**config.mk**
```make
export PLATFORM = sky130hd
export DESIGN_NAME = als_mem
export DESIGN_NICKNAME = d
export VERILOG_FILES = /design/src/rtl/als_mem.sv
export SDC_FILE = /design/constraint.sdc
export NUM_CORES = 2
export LEC_CHECK = 0
export BUFFER_PORTS_ARGS = -buffer_cell sky130_fd_sc_hd__buf_2
export CORE_ASPECT_RATIO = 1.1
export CORE_MARGIN = 3
export CORE_UTILIZATION = 35
export CTS_BUF_LIST = sky130_fd_sc_hd__clkbuf_8
export CTS_CLUSTER_SIZE = 25
export DETAILED_ROUTE_END_ITERATION = 8
export PLACE_DENSITY_LB_ADDON = 0.2
export SYNTH_ARGS = -nofsm -noshare
export SYNTH_HDL_FRONTEND = slang
export SYNTH_SLANG_ARGS = --single-unit
```
**constraint.sdc**
```tcl
create_clock -name clk -period 4.9 [get_ports clk]
set_clock_uncertainty 0.2 [all_clocks]
set_input_delay 0.49 -clock clk [delete_from_list [all_inputs] [get_ports clk]]
set_output_delay 0.49 -clock clk [all_outputs]
set_load 0.1 [all_outputs]
```
**src/rtl/als_mem.sv**
```systemverilog
// Element store of the array list engine: one write port, two registered
// read ports. No dependencies.
module als_mem #(
  parameter int DEPTH = 64,
  parameter int AW    = 6
) (
  input  logic          clk,
  input  logic          we,
  input  logic [AW-1:0] waddr,
  input  logic [31:0]   wdata,
  input  logic [AW-1:0] raddr_a,
  input  logic [AW-1:0] raddr_b,
  output logic [31:0]   rdata_a,
  output logic [31:0]   rdata_b
);

  logic [31:0] mem [DEPTH];

  always_ff @(posedge clk) begin
    if (we) begin
      mem[waddr] <= wdata;
    end
    rdata_a <= mem[raddr_a];
    rdata_b <= mem[raddr_b];
  end

endmodule

```
### Word level (Yosys, flattened, before mapping)

Memory sizes are Yosys's and may differ from the RTL's. A register that Yosys moved wholly into a read port is not among the register bits.
Cells that the tools add are included.

* multiplexer cells: 2

Operators by type and width (count)
* $mux 1: 2

* register bits: 0
* memory bits (writable): 2048
* input port bits: 52
* output and inout bits: 64
* logic and storage cells: 3
* memories: 1

Memory list
* mem: words 64, width 32, rd ports 2, clocked after Yosys merged registers in 2, wr ports 1, RTL line 17 `logic [31:0] mem [DEPTH];`

### Longest topological paths before layout

* word-level depth: 2
* depth in mapped cells: 10
* gate-level depth less buffers: 5

### Worst setup path before layout

No wires, ideal clock.

* path type: input to register
* from: input port waddr[3]
* to: memory mem[48][0] (enable)
* setup time: 0.461 ns
* data arrival time: 3.220 ns
* data required time: 4.239 ns
* setup slack: 1.019 ns
* cell stages on the path: 4
* path buffers: 1
* cell sequence: clkbuf_1 nor2b_1 nand4b_1 nor3_1

RTL lines
* from (decl): RTL line 9 `input logic [AW-1:0] waddr,`
* to (decl): RTL line 17

No word-level cell before the write port.

==> metrics.md <==
| Metric | Value |
|---|---|
| CP Buf/Inv Count | 5 |
| Crit Path Class | in2reg |
| Period utilization | 0.643 |
| PostCTS Resize Cnt | 0 |
| Hold path start | wdata[2] |
| Reg-to-Reg Start | mem[6][20]$_DFFE_PP_ |
| Post-synth EDFFs | approximately 2,000 |
| Most frequent cells in the layout | edfxtp_1, mux4_2, clkbuf_8 |
| Synth Cell Area | around 0.096 mm² |
| Initial DRC count | about 6,000 |
| Die width | ~500 µm |
| Routed WL | 320 mm |
| Inst Count DP | 8,060 |
| Syn Inst Count | 4,412 |
| Worst Hold Class | in2reg |
| Most common cell after layout, fill and taps aside | edfxtp_1 |
| Max FO, Critical Path | 34 |
| Vias | around 52,000 |
| Slowest stage cell, crit path | a211oi_1 |
| Initial antenna violation count | 24 |
| Antenna Violating Nets Remaining | 0 |
| Worst-margin pin slew | between 1000 and 1500 ps |
| DIE AREA | 0.280 mm² |
| # clock sinks | 2,112 |
| Max H-tree Level | 5 |
| Cell count along the critical path | 9 |
| Initial Util | 0.353 |
| Core area | ~0.27 mm² |
| Status | completed |
| Hpwl dp | ~180 mm |
| Drt drc | 0 |
| Post-CTS Setup Inserts | 0 |
| Post-layout nets | between 4,000 and 5,000 |
| Cells along the critical path | dlygate4sd3_1 > buf_2 > buf_4 > nor2b_1 > buf_4 > a211oi_1 > o22ai_1 > a21oi_1 > dlygate4sd3_1 |
| Leakage power total | 34.4 nW |
| Synth top area cells | edfxtp_1, mux4_2, mux2i_1, dfxtp_1, a22oi_1 |
| Vias in the first global route | 54,200 |
| Total grt overflow | 0 |
| Synth unique cells | 38 |
| Startpoint types | input pin |
| Total GRT Usage | 0.226 |
| Worst Hold Path EP | mem[18][2]$_DFFE_PP_ |
| Clk root buf | clkbuf_8 |
| Post-Syn Area per Cell | roughly 22 µm² |
| Max Cap Viol | 0 |
| VDD IR max | approximately 220 µV |
| Worst Path Required | around 5600 ps |
| Worst-case reg-to-reg path depth | 5 |
| Syn_nets | around 4,500 |
| CP endpoint kind | register |
| CP max stage delay | ~650 ps |
| Final min period | roughly 3100 ps |
| # IOs | 116 |
| Arr. time, crit path | between 3000 and 4000 ps |
| Routed vias/inst | roughly 6 |
| Yosys reg bits | 2,112 |
| PortBufs | 115 |
| RSZ-0062 raised after global routing | no |
| Final Slew Violations | 0 |
| Endpoints failing setup | 0 |
| Area growth syn-to-layout | 14.3% |
| Area leader, netlist | edfxtp_1 |
| Fraction of registers with async set/reset | 0 |
| Worst hold stages | 1 |
| First-pass GRT wire length | about 440 mm |
| DIE HEIGHT | about 550 µm |
| Worst flop-to-flop path endpoint | rdata_a[20]$_DFF_P_ |
| Fill cell total of the finished layout | around 24,000 |
| Dominant synthesized flop cell | edfxtp_1 |
| Layout cells sized above 1 | 0.408 |
| Drt first pass iters | 5 |
| Maximum clock frequency | between 0.3 and 0.4 GHz |
| Headroom to the max-slew limit | 0.110 |
| R2R Setup Slk | about 2300 ps |
| Yosys top cell area share | 0.643 |
| Layout Cells excl Fill | roughly 8,700 |
| Hold Fails Final Rpt | 0 |
| Num CTS Buffers | 349 |
| Setup TNS | 0 ps |
| Largest net degree at the start of global routing | between 70 and 80 |
| GPL Wtd Cong | 0.788 |
| DR WL/cell | 36.8 µm |
| Power Density | around 360 mW/mm² |
| FP Rows | 200 |
| Seq/Total Area, Yosys | 0.656 |
| Clk_lat worst skew | between 900 and 1000 ps |
| Hold_buf cts | 15 |
| Max clock buf depth | 4 |
| CTS tree | built |
| Yosys warnings | 0 |
| Top Family by Delay on Critical Path | buffers and inverters |
| Clock-pin slew on the worst setup and hold paths | about 60 ps |
-- sequential cells by signal, summed over array words and instances (netlist names) --
name / count
rdata_a: 32
mem: 2048
rdata_b: 32
-- cells in the mapped netlist, drive strengths merged (2+ instances only) --
| library cell | n |
|---|---|
| nand3b | 6 |
| or2 | 3 |
| clkbuf | 135 |
| or3b | 2 |
| a211oi | 15 |
| edfxtp | 2048 |
| buf | 212 |
| nor2 | 94 |
| nor2b | 19 |
| nand4 | 2 |
| o32a | 9 |
| nand2 | 93 |
| o21ai | 49 |
| a221oi | 13 |
| a32oi | 9 |
| dfxtp | 64 |
| o211ai | 27 |
| nand3 | 9 |
| and2 | 6 |
| a21oi | 58 |
| mux2 | 36 |
| mux4 | 1124 |
| or3 | 2 |
| nand2b | 8 |
| mux2i | 204 |
| o221ai | 16 |
| a22oi | 85 |
| o22ai | 56 |
| nor3 | 3 |
-- cell families (layout without fill, tap and decap cells) --
logic type             count (synthesis)  count (layout)  synth area share
multiplexers                        1364            1364             0.290
AND/OR/NAND/NOR                      248             248            0.0113
flip-flops                          2112            2112             0.656
buffers and inverters                348             998            0.0183
AO/OA/AOI/OAI                        340             340            0.0239
other                                  0              10                 0
-- per-stage QoR --
stage	power (mW)	area (µm²)	worst slack [ps]	utilization	hold slack [ps]
final	39.5	109000	1750	0.403	101
after global routing	40.8	109000	1790	0.403	79.3
after CTS	39.9	109000	1860	0.403	11.0
after detailed placement	24.4	102000	993	0.378	664
after global placement	24.4	102000	997	0.378	663
after floorplan	22.9	95700	1020	-	389
-- worst max path at each step --
stage	startpoint	to	slack [ps]
2_1_floorplan	waddr[3]	mem[48][0]$_DFFE_PP_	1020
3_3_place_gp	raddr_b[0]	rdata_b[22]$_DFF_P_	1000
3_5_place_dp	raddr_b[0]	rdata_b[22]$_DFF_P_	990
4_1_cts	rdata_b[18]$_DFF_P_	rdata_b[18]	1860
5_1_grt	raddr_a[4]	rdata_a[24]$_DFF_P_	1790
6_report	raddr_a[4]	rdata_a[24]$_DFF_P_	1750
-- cell type report --
class                      count  area, µm²  area share
sequential                  2112      62800       0.574
multi-input combinational   1952      31700       0.290
clock buffer                 381       5240      0.0480
tap                         3636       4550      0.0416
timing repair buffer         374       3490      0.0319
clock inverter               242       1550      0.0142
antenna                       10       25.0    0.000229
inverter                       1       3.75   0.0000343
-- power breakdown --
| part | leakage [nW] | total, mW | switching, mW | internal [mW] |
|---|---|---|---|---|
| registers | 19.0 | 20.1 | 0.133 | 20.0 |
| clock network | 3.86 | 15.5 | 7.27 | 8.21 |
| logic | 11.6 | 3.88 | 2.50 | 1.37 |
| total | 34.4 | 39.5 | 9.90 | 29.6 |
-- routing by layer --
| metal | part of all wire | GRT usage | vias up |
|---|---|---|---|
| met5 | 0.00034 | 0 | - |
| met1 | 0.40 | 0.302 | 29100 |
| met3 | 0.077 | 0.0445 | 501 |
| li1 | - | - | 20300 |
| met2 | 0.49 | 0.372 | 2425 |
| met4 | 0.033 | 0.0725 | 16 |
No activity file was read; power rests on OpenSTA's default activity.
