## src/rtl/als_mod.sv

```systemverilog
// Bit-serial remainder unit for the rotate amount: 32-bit dividend by the
// list length, one bit per cycle. No dependencies.
module als_mod #(
  parameter int LW = 7
) (
  input  logic          clk,
  input  logic          rst,
  input  logic          start,
  input  logic [31:0]   dividend,
  input  logic [LW-1:0] divisor,
  output logic          done,
  output logic [LW-1:0] remainder
);

  logic          busy;
  logic [5:0]    steps;
  logic [31:0]   xs;
  logic [LW:0]   trial;

  assign trial = {remainder, xs[31]};

  always_ff @(posedge clk) begin
    if (rst) begin
      busy <= 1'b0;
      done <= 1'b0;
      steps <= '0;
    end else begin
      done <= 1'b0;
      if (start) begin
        busy <= 1'b1;
        steps <= 6'd32;
        xs <= dividend;
        remainder <= '0;
      end else if (busy) begin
        if (trial >= {1'b0, divisor}) begin
          remainder <= LW'(trial - {1'b0, divisor});
        end else begin
          remainder <= LW'(trial);
        end
        xs <= {xs[30:0], 1'b0};
        steps <= steps - 6'd1;
        if (steps == 6'd1) begin
          busy <= 1'b0;
          done <= 1'b1;
        end
      end
    end
  end

  done_only_when_busy: assert property (@(posedge clk) disable iff (rst)
    done |-> $past(busy))
    else $error("remainder done without a running division");

  start_clears: assert property (@(posedge clk) disable iff (rst)
    start |=> busy && remainder == '0)
    else $error("division start did not arm the unit");

  steps_bounded: assert property (@(posedge clk) disable iff (rst)
    steps <= 6'd32)
    else $error("division step count out of range");

endmodule

```

## config.mk

```make
export PLATFORM = sky130hd
export DESIGN_NAME = als_mod
export DESIGN_NICKNAME = d
export VERILOG_FILES = /design/src/rtl/als_mod.sv
export SDC_FILE = /design/constraint.sdc
export NUM_CORES = 1
export LEC_CHECK = 0
export ABC_CLOCK_PERIOD_IN_PS = 3900
export BUFFER_PORTS_ARGS = -buffer_cell sky130_fd_sc_hd__clkbuf_2
export CORE_MARGIN = 3
export CORE_UTILIZATION = 54
export CTS_BUF_LIST = sky130_fd_sc_hd__clkbuf_4 sky130_fd_sc_hd__clkbuf_8 sky130_fd_sc_hd__clkbuf_16
export DETAILED_ROUTE_END_ITERATION = 8
export PLACE_DENSITY = 0.91
export REMOVE_ABC_BUFFERS = 1
export SLEW_MARGIN = 20
export SYNTH_ARGS = -nofsm -noshare
export SYNTH_HDL_FRONTEND = slang
export SYNTH_SLANG_ARGS = --single-unit
```

## constraint.sdc

```tcl
create_clock -name clk -period 3.9 [get_ports clk]
set_input_delay 0.195 -clock clk [delete_from_list [all_inputs] [get_ports clk]]
set_output_delay 0.195 -clock clk [all_outputs]
set_load 0.005 [all_outputs]
```

* Word level (Yosys, flattened, before mapping)
Cells that the tools add are included.
W data, S select, Z words.
** Storage, ports and cells
- Flip-flop bits (word level) :: 47
- Input bits :: 42
- Output and inout port bits :: 8
** Cells by class
- $add $sub $neg :: 2
- $lt $le $gt $ge :: 1
- Equality and inequality tests :: 1
- Muxes and demuxes :: 10
- Bitwise operators :: 2
- Reductions and logical operators :: 4
** Operator list (count)
- $mux W32 :: 2
- $mux W7 :: 2
- $mux W6 :: 2
- $ge A8 B7 Y1 :: 1
- $sub A7 B7 Y7 :: 1
- $eq A6 B1 Y1 const B :: 1
- $sub A6 B1 Y6 const B :: 1
- $mux W1 :: 4
- $reduce_or A3 Y1 :: 1
- $not A1 Y1 :: 2
- $reduce_and A2 Y1 :: 1
- $reduce_bool A2 Y1 :: 1
- $reduce_or A2 Y1 :: 1

* Longest topological paths before layout
Gate-level depths: netlist of run 1.
- Depth after elaboration :: 4
- Depth in mapped cells :: 10
- Depth with buffers taken out :: 9

* Least setup slack after synthesis of run 1
OpenSTA, ideal clock, no wires.
- Path kind :: input port to flip-flop
- From :: input start
- To :: register remainder[0] (enable)
- Data arrival time :: 2.492 ns
- Setup slack :: 0.971 ns
- Cell stages on the path :: 4
- Path buffers :: 2
- Cells stage by stage :: clkbuf_1 > clkbuf_1 > nor2_1 > nor2_1
** Between the ends
- Word-level cells in the longest chain between the ends :: 2
** RTL lines
- start: declaration :: RTL line 8 : input logic start,
- $reduce_bool A2 Y1 (no line)
- $reduce_and A2 Y1 (no line)
- end signal: assignment :: RTL line 36 : remainder <= LW'(trial - {1'b0, divisor});
- end signal: assignment :: RTL line 38 : remainder <= LW'(trial);
- end: declaration :: RTL line 12 : output logic [LW-1:0] remainder
Every way passes these cells.
A chain may end at the register's enable or synchronous reset.

* Worst setup path after layout of run 1
- From :: register xs[31]
- To :: register remainder[6], data pin
** Between the ends
- Word-level cells in the longest chain between the ends :: 3
** RTL lines
- start: declaration :: RTL line 17 : logic [31:0] xs;
- start signal: assignment :: RTL line 32 : xs <= dividend;
- start signal: assignment :: RTL line 40 : xs <= {xs[30:0], 1'b0};
- $sub A7 B7 Y7 / $ge A8 B7 Y1 (equally long branches) :: RTL line 36, 35
- $mux W7 * :: RTL line 35 : if (trial >= {1'b0, divisor}) begin
- $mux W7 * :: RTL line 34 : end else if (busy) begin
Every way passes the cells marked *; elsewhere a longest branch is shown, timed or not. The select of a mux whose other input is x is not followed.

==> flow_summary.toml, run 1 <==
[status]
outcome = "complete, no violations"

[global_route]
grt_pass1_vias = 1477
antenna_found_initial = 0
grt_pass1_wl_um = 6550
grt_max_degree = 44
grt_use_total = 0.168
grt_overflow = 0

[cts]
path_clk_slew_ns = 0.09
cts_hold_buf = 0
cts_buffer_depth = 2
insertion_delay_ns = 0.30
numClockSinks = 47
post-cts-setup-buffers = 0
cts-root-buf = "clkbuf_8"
cts_buffers = 5
cts_tree = "yes"
h-tree-depth = 2
cts_resized = 0

[detailed_routing]
drt-total-wl_um = 3950
wl_per_cell_um = 14.0
via_count = 1518
drt-met1-wl_um = 1740
dr.first_iter.drc_count = 60
drc = 0
dr_wl_met3_um = 229
via_per_inst = 5.40
route.met2.wl_um = 1870
firstDrtPassIters = 4
top_layer_used = "met4"
ant_nets = 0

[floorplanning]
die_area_sq_mm = 0.00518
die-width_um = 72
initial_core_util = 0.572
fp.dieH_um = 72
io-pin-count = 50
core-area_sq_mm = 0.00412
rows = 23

[timing]
rsz0062_at_grt = "false"
relSlewSlack = 0.366
finalCritPeriodShare = 0.666
finalMaxSlewViolations = 0
finalHoldViolations = 0
skew_ns = 0.00686
fmax_mhz = 385
fin_crit_ns = 2.60
setup_tns_ns = 0
tightest_slew_ns = 0.951
timing.final.setup_violations = 0

[pwr]
p_leak_nw = 1.12
finalPower_mw = 1.10
ir_drop_mv = 0.295
pwr_density_cell_mw_per_mm2 = 399

[setup_path]
path_common_cell = "inv_1"
path_max_fanout = 11
slowest_stage = "a311o_1"
path_class = "flip-flop to flip-flop"
setup.worst_path.start_class = "flip-flop"
cp-end-kind = "flip-flop"
max_stage_delay_ns = 0.49
crit_required_ns = 4.03
arrival_ns = 2.72
crit_chain = "inv_1, ha_1, inv_1, fa_1, a211oi_2, o211ai_1, a311o_1, or2_2, a21oi_1"

[cells_and_area]
drive_gt1_frac = 0.407
diodes = 0
syn_to_final_growth_pct = 17.1
fillers = 323
final_nets = 282

[synth]
ys_warn_count = 0
synth-seq-area-share = 0.566
netlist_instances = 181
synth_seq_cells = 47
syn-cell-area_sq_mm = 0.00235
syn_area_per_cell_sq_um = 13.0
synth.distinct_cells = 36

[job]
maxCapViolCount = 0

[place]
port_buffers = 49
place_hpwl_um = 2800
place_congestion = 0.823

[worst_hold_path]
min_path_type = "input port to flip-flop"
cell type report:
type | instances | area (sq um) | area share
flip-flops and latches | 47 | 1330 | 0.483
multi-input cells | 112 | 937 | 0.340
repair buffers | 50 | 273 | 0.0990
clock buffers | 6 | 82.6 | 0.0300
well taps | 50 | 62.6 | 0.0227
inverters | 14 | 52.6 | 0.0191
clock inverters | 2 | 16.3 | 0.00590
cell usage in the layout, fill, tap and decap left out, drive strengths merged, types with 2 or more instances in the layout:
| master | count |
|---|---|
| a211oi | 4 |
| a21oi | 5 |
| clkbuf | 55 |
| dfxtp | 8 |
| edfxtp | 39 |
| ha | 9 |
| inv | 14 |
| mux2 | 32 |
| mux2i | 3 |
| nand2 | 3 |
| nor2 | 17 |
| nor2b | 3 |
| nor3 | 3 |
| nor3b | 3 |
| o21a | 2 |
| o21ai | 5 |
| or2 | 3 |
| xnor2 | 3 |
| xor2 | 4 |
kinds of logic after synthesis:
| logic type | share of synthesized area |
|---|---|
| buffers and inverters | 0.0388 |
| multiplexers | 0.166 |
| AND/OR/NAND/NOR | 0.0894 |
| adder cells (fa/ha/maj) | 0.0564 |
| flip-flops | 0.566 |
| AO/OA/AOI/OAI | 0.0574 |
| XOR/XNOR | 0.0261 |
registers in the layout, summed over array words and instances (netlist names):
signal,count
done,1
xs,32
steps,6
remainder,7
busy,1
worst max-delay path: cells and delay by family (launching register included):
family          cells  cell delay, ns
fa+ha+maj           2            0.56
buf+inv             2            0.12
flops               1            0.39
simple gates        1            0.34
compound gates      4            1.02
worst paths after layout:
kind            start            to  slack, ns  depth (start not counted)
min reg2reg  steps[1]      steps[1]       0.50                          2
min               rst      steps[5]       0.12                          2
max            xs[31]  remainder[6]       1.30                          9
max reg2reg    xs[31]  remainder[6]       1.30                          9
metrics by stage:
| stage | hold slack, ns | std cells | worst slack, ns | area [sq um] | util |
|---|---|---|---|---|---|
| floorplan | 0.267 | 173 | 1.32 | 2310 | - |
| global placement | 0.424 | 272 | 1.40 | 2630 | 0.639 |
| detailed placement | 0.431 | 272 | 1.29 | 2630 | 0.639 |
| CTS | 0.109 | 280 | 1.26 | 2730 | 0.663 |
| global route | 0.119 | 281 | 1.11 | 2760 | 0.670 |
| finish | 0.122 | 281 | 1.30 | 2760 | 0.670 |
where the power goes:
group	total, mW	switching [mW]	leakage [nW]	internal (mW)
Combinational	0.191	0.0925	0.633	0.0988
Sequential	0.605	0.0175	0.439	0.587
Clock	0.304	0.160	0.0474	0.145
synth_stat cells:
cell type,n,area share
o41ai_1,1,0.0037
nor2b_1,3,0.0080
a311o_1,1,0.0043
o21ai_0,5,0.011
or4b_1,1,0.0043
inv_1,14,0.022
nor2_1,17,0.027
nor4b_1,1,0.0037
clkbuf_1,6,0.0096
nand3b_1,1,0.0032
a211oi_1,3,0.0096
buf_6,1,0.0048
mux2i_1,3,0.013
dfxtp_1,8,0.068
or2_0,1,0.0027
fa_1,1,0.0085
o21a_1,2,0.0064
nor3_1,3,0.0064
nand2_1,3,0.0048
or2_2,2,0.0053
a21oi_1,5,0.011
nand2b_1,1,0.0027
xor2_1,4,0.015
clkbuf_2,1,0.0021
and2_1,1,0.0027
nor3b_1,3,0.0096
mux2_2,32,0.15
ha_1,9,0.048
edfxtp_1,39,0.50
o31a_1,1,0.0037
nor4_1,1,0.0027
xnor2_1,3,0.011
a211oi_2,1,0.0053
o211ai_1,1,0.0032
and3b_1,1,0.0037
nand4_1,1,0.0027
metal layers:
metal	vias to the layer above	global-route usage
li1	750	-
met1	714	0.212
met2	44	0.267
met3	10	0.0429
met4	0	0.0877
met5	-	0
(Power assumes the default switching activity.)
==> run 2: changes to the inputs <==
ABC_CLOCK_PERIOD_IN_PS = 2500   (was 3900)
clock period = 2.5 ns   (was 3.9 ns; I/O delays follow)
==> flow_summary.toml, run 2 (synthesis gave the netlist of run 1 again) <==
[timing]
fin_crit_ns = 2.43
finalMaxSlewViolations = 0
relSlewSlack = 0.753
tightest_slew_ns = 0.370
layout_setup_ws_ns = 0.0695
finalHoldViolations = 0
finalCritPeriodShare = 0.972
setup_tns_ns = 0
rsz0062_at_grt = "true"
skew_ns = 0.00282
fmax_mhz = 411
timing.final.setup_violations = 0
hold_ws_ns = 0.0451

[cts]
cts_buffers = 5
cts_buffer_depth = 2
cts_tree = "yes"
insertion_delay_ns = 0.30
cts_hold_buf = 0
cts-root-buf = "clkbuf_8"
path_clk_slew_ns = 0.08
numClockSinks = 47
h-tree-depth = 2

[global_route]
grt_overflow = 0
grt_max_degree = 33
grt_use_total = 0.170
grt_pass1_vias = 1465
antenna_found_initial = 0
grt_pass1_wl_um = 6690

[floorplanning]
io-pin-count = 50
rows = 23
die-width_um = 72
initial_core_util = 0.572
die_area_sq_mm = 0.00518
fp.dieH_um = 72
core-area_sq_mm = 0.00412

[place]
placedCellCount = 275
dpl_cell_area_sq_mm = 0.00266
preCtsSetupSlack_ns = -0.0280
port_buffers = 49
place_congestion = 0.862
place_hpwl_um = 2840

[setup_path]
arrival_ns = 2.48
crit_required_ns = 2.55
setup.worst_path.start_class = "flip-flop"
cp-end-kind = "flip-flop"
path_max_fanout = 6
path_class = "flip-flop to flip-flop"

[cells_and_area]
syn_to_final_growth_pct = 20.6
largest_reg_flops = 32
top_register = "xs"
layout.cells.non_filler = 286
drive_gt1_frac = 0.436
final_area_sq_mm = 0.00284
final_common_cell = "clkbuf_2"
fillers = 305
mostFrequentLayoutCells = "49 x clkbuf_2, 39 x edfxtp_1, 32 x mux2_2"
top_regs = "xs x32, remainder x7, steps x6"
diodes = 0
final_nets = 287

[detailed_routing]
dr.first_iter.drc_count = 95
firstDrtPassIters = 4
via_per_inst = 5.41
ant_nets = 0
drt-total-wl_um = 4190
drc = 0
via_count = 1547
wl_per_cell_um = 14.7

[pwr]
ir_drop_mv = 0.487
pwr_density_cell_mw_per_mm2 = 677
p_leak_nw = 1.16

[status]
outcome = "complete, no violations"

[job]
maxCapViolCount = 0

[worst_hold_path]
min_path_type = "input port to flip-flop"
==> run 2: cell count changes in the layout (fill, tap and decap cells not counted), sizes merged <==
cell | previous run | this run
buf | 1 | 5
bufinv | 0 | 2
a311o | 1 | 2
clkinv | 1 | 0
clkinvlp | 1 | 0
==> run 2: per-layer routing <==
metal  routed length [um]  track usage  up-vias
li1                     -            -      764
met1                 1760        0.220      715
met2                 2060        0.270       61
met3                  286       0.0443        7
met4                   88       0.0772        0
met5                    0            0        -
==> run 2: layout make-up <==
cell class / count / area (sq um) / share of cell area
Clock buffer: 6 / 76.3 / 0.0269
Clock inverter: 2 / 60.1 / 0.0212
Inverter: 14 / 52.6 / 0.0185
Multi-Input combinational cell: 113 / 960 / 0.338
Sequential cell: 47 / 1330 / 0.469
Tap cell: 50 / 62.6 / 0.0220
Timing Repair Buffer: 54 / 295 / 0.104
==> run 2: per-stage QoR <==
stage / util / total power, mW
3_5_place_dp: 0.647 / 1.26
4_1_cts: 0.684 / 1.93
2_1_floorplan: - / 1.15
5_1_grt: 0.690 / 2.00
3_3_place_gp: 0.647 / 1.25
6_report: 0.690 / 1.92
==> run 2: what timing repair did <==
item                                    CTS  global route
endpoints found under the hold margin     0             0
endpoints found under the setup margin    2             6
resized for setup                         2             4
pin swaps                                 2             6
setup buffers                             0             2
cloned                                    1             0
==> run 2: report_power, final <==
group,internal [mW],total (mW),switching [mW]
Sequential,0.916,0.943,0.0274
Clock,0.410,0.661,0.251
Combinational,0.164,0.317,0.153
Total,1.49,1.92,0.431
==> run 2: final timing paths <==
check / from / cells after the start / slack [ns] / to
worst min register to register: steps[1] / 2 / 0.51 / steps[1]
worst min-delay path: rst / 2 / 0.05 / steps[5]
worst max register to register: xs[31] / 9 / 0.07 / remainder[1]
worst max-delay path: xs[31] / 9 / 0.07 / remainder[1]
==> run 2: critical path, cell delays in order (launching register included) <==
cell and delay (ns):
edfxtp_1 0.39, inv_1 0.07, ha_2 0.19, inv_2 0.05, fa_2 0.39, a211oi_2 0.22
o211ai_1 0.14, a311o_2 0.47, mux2i_1 0.20, nor2_1 0.06
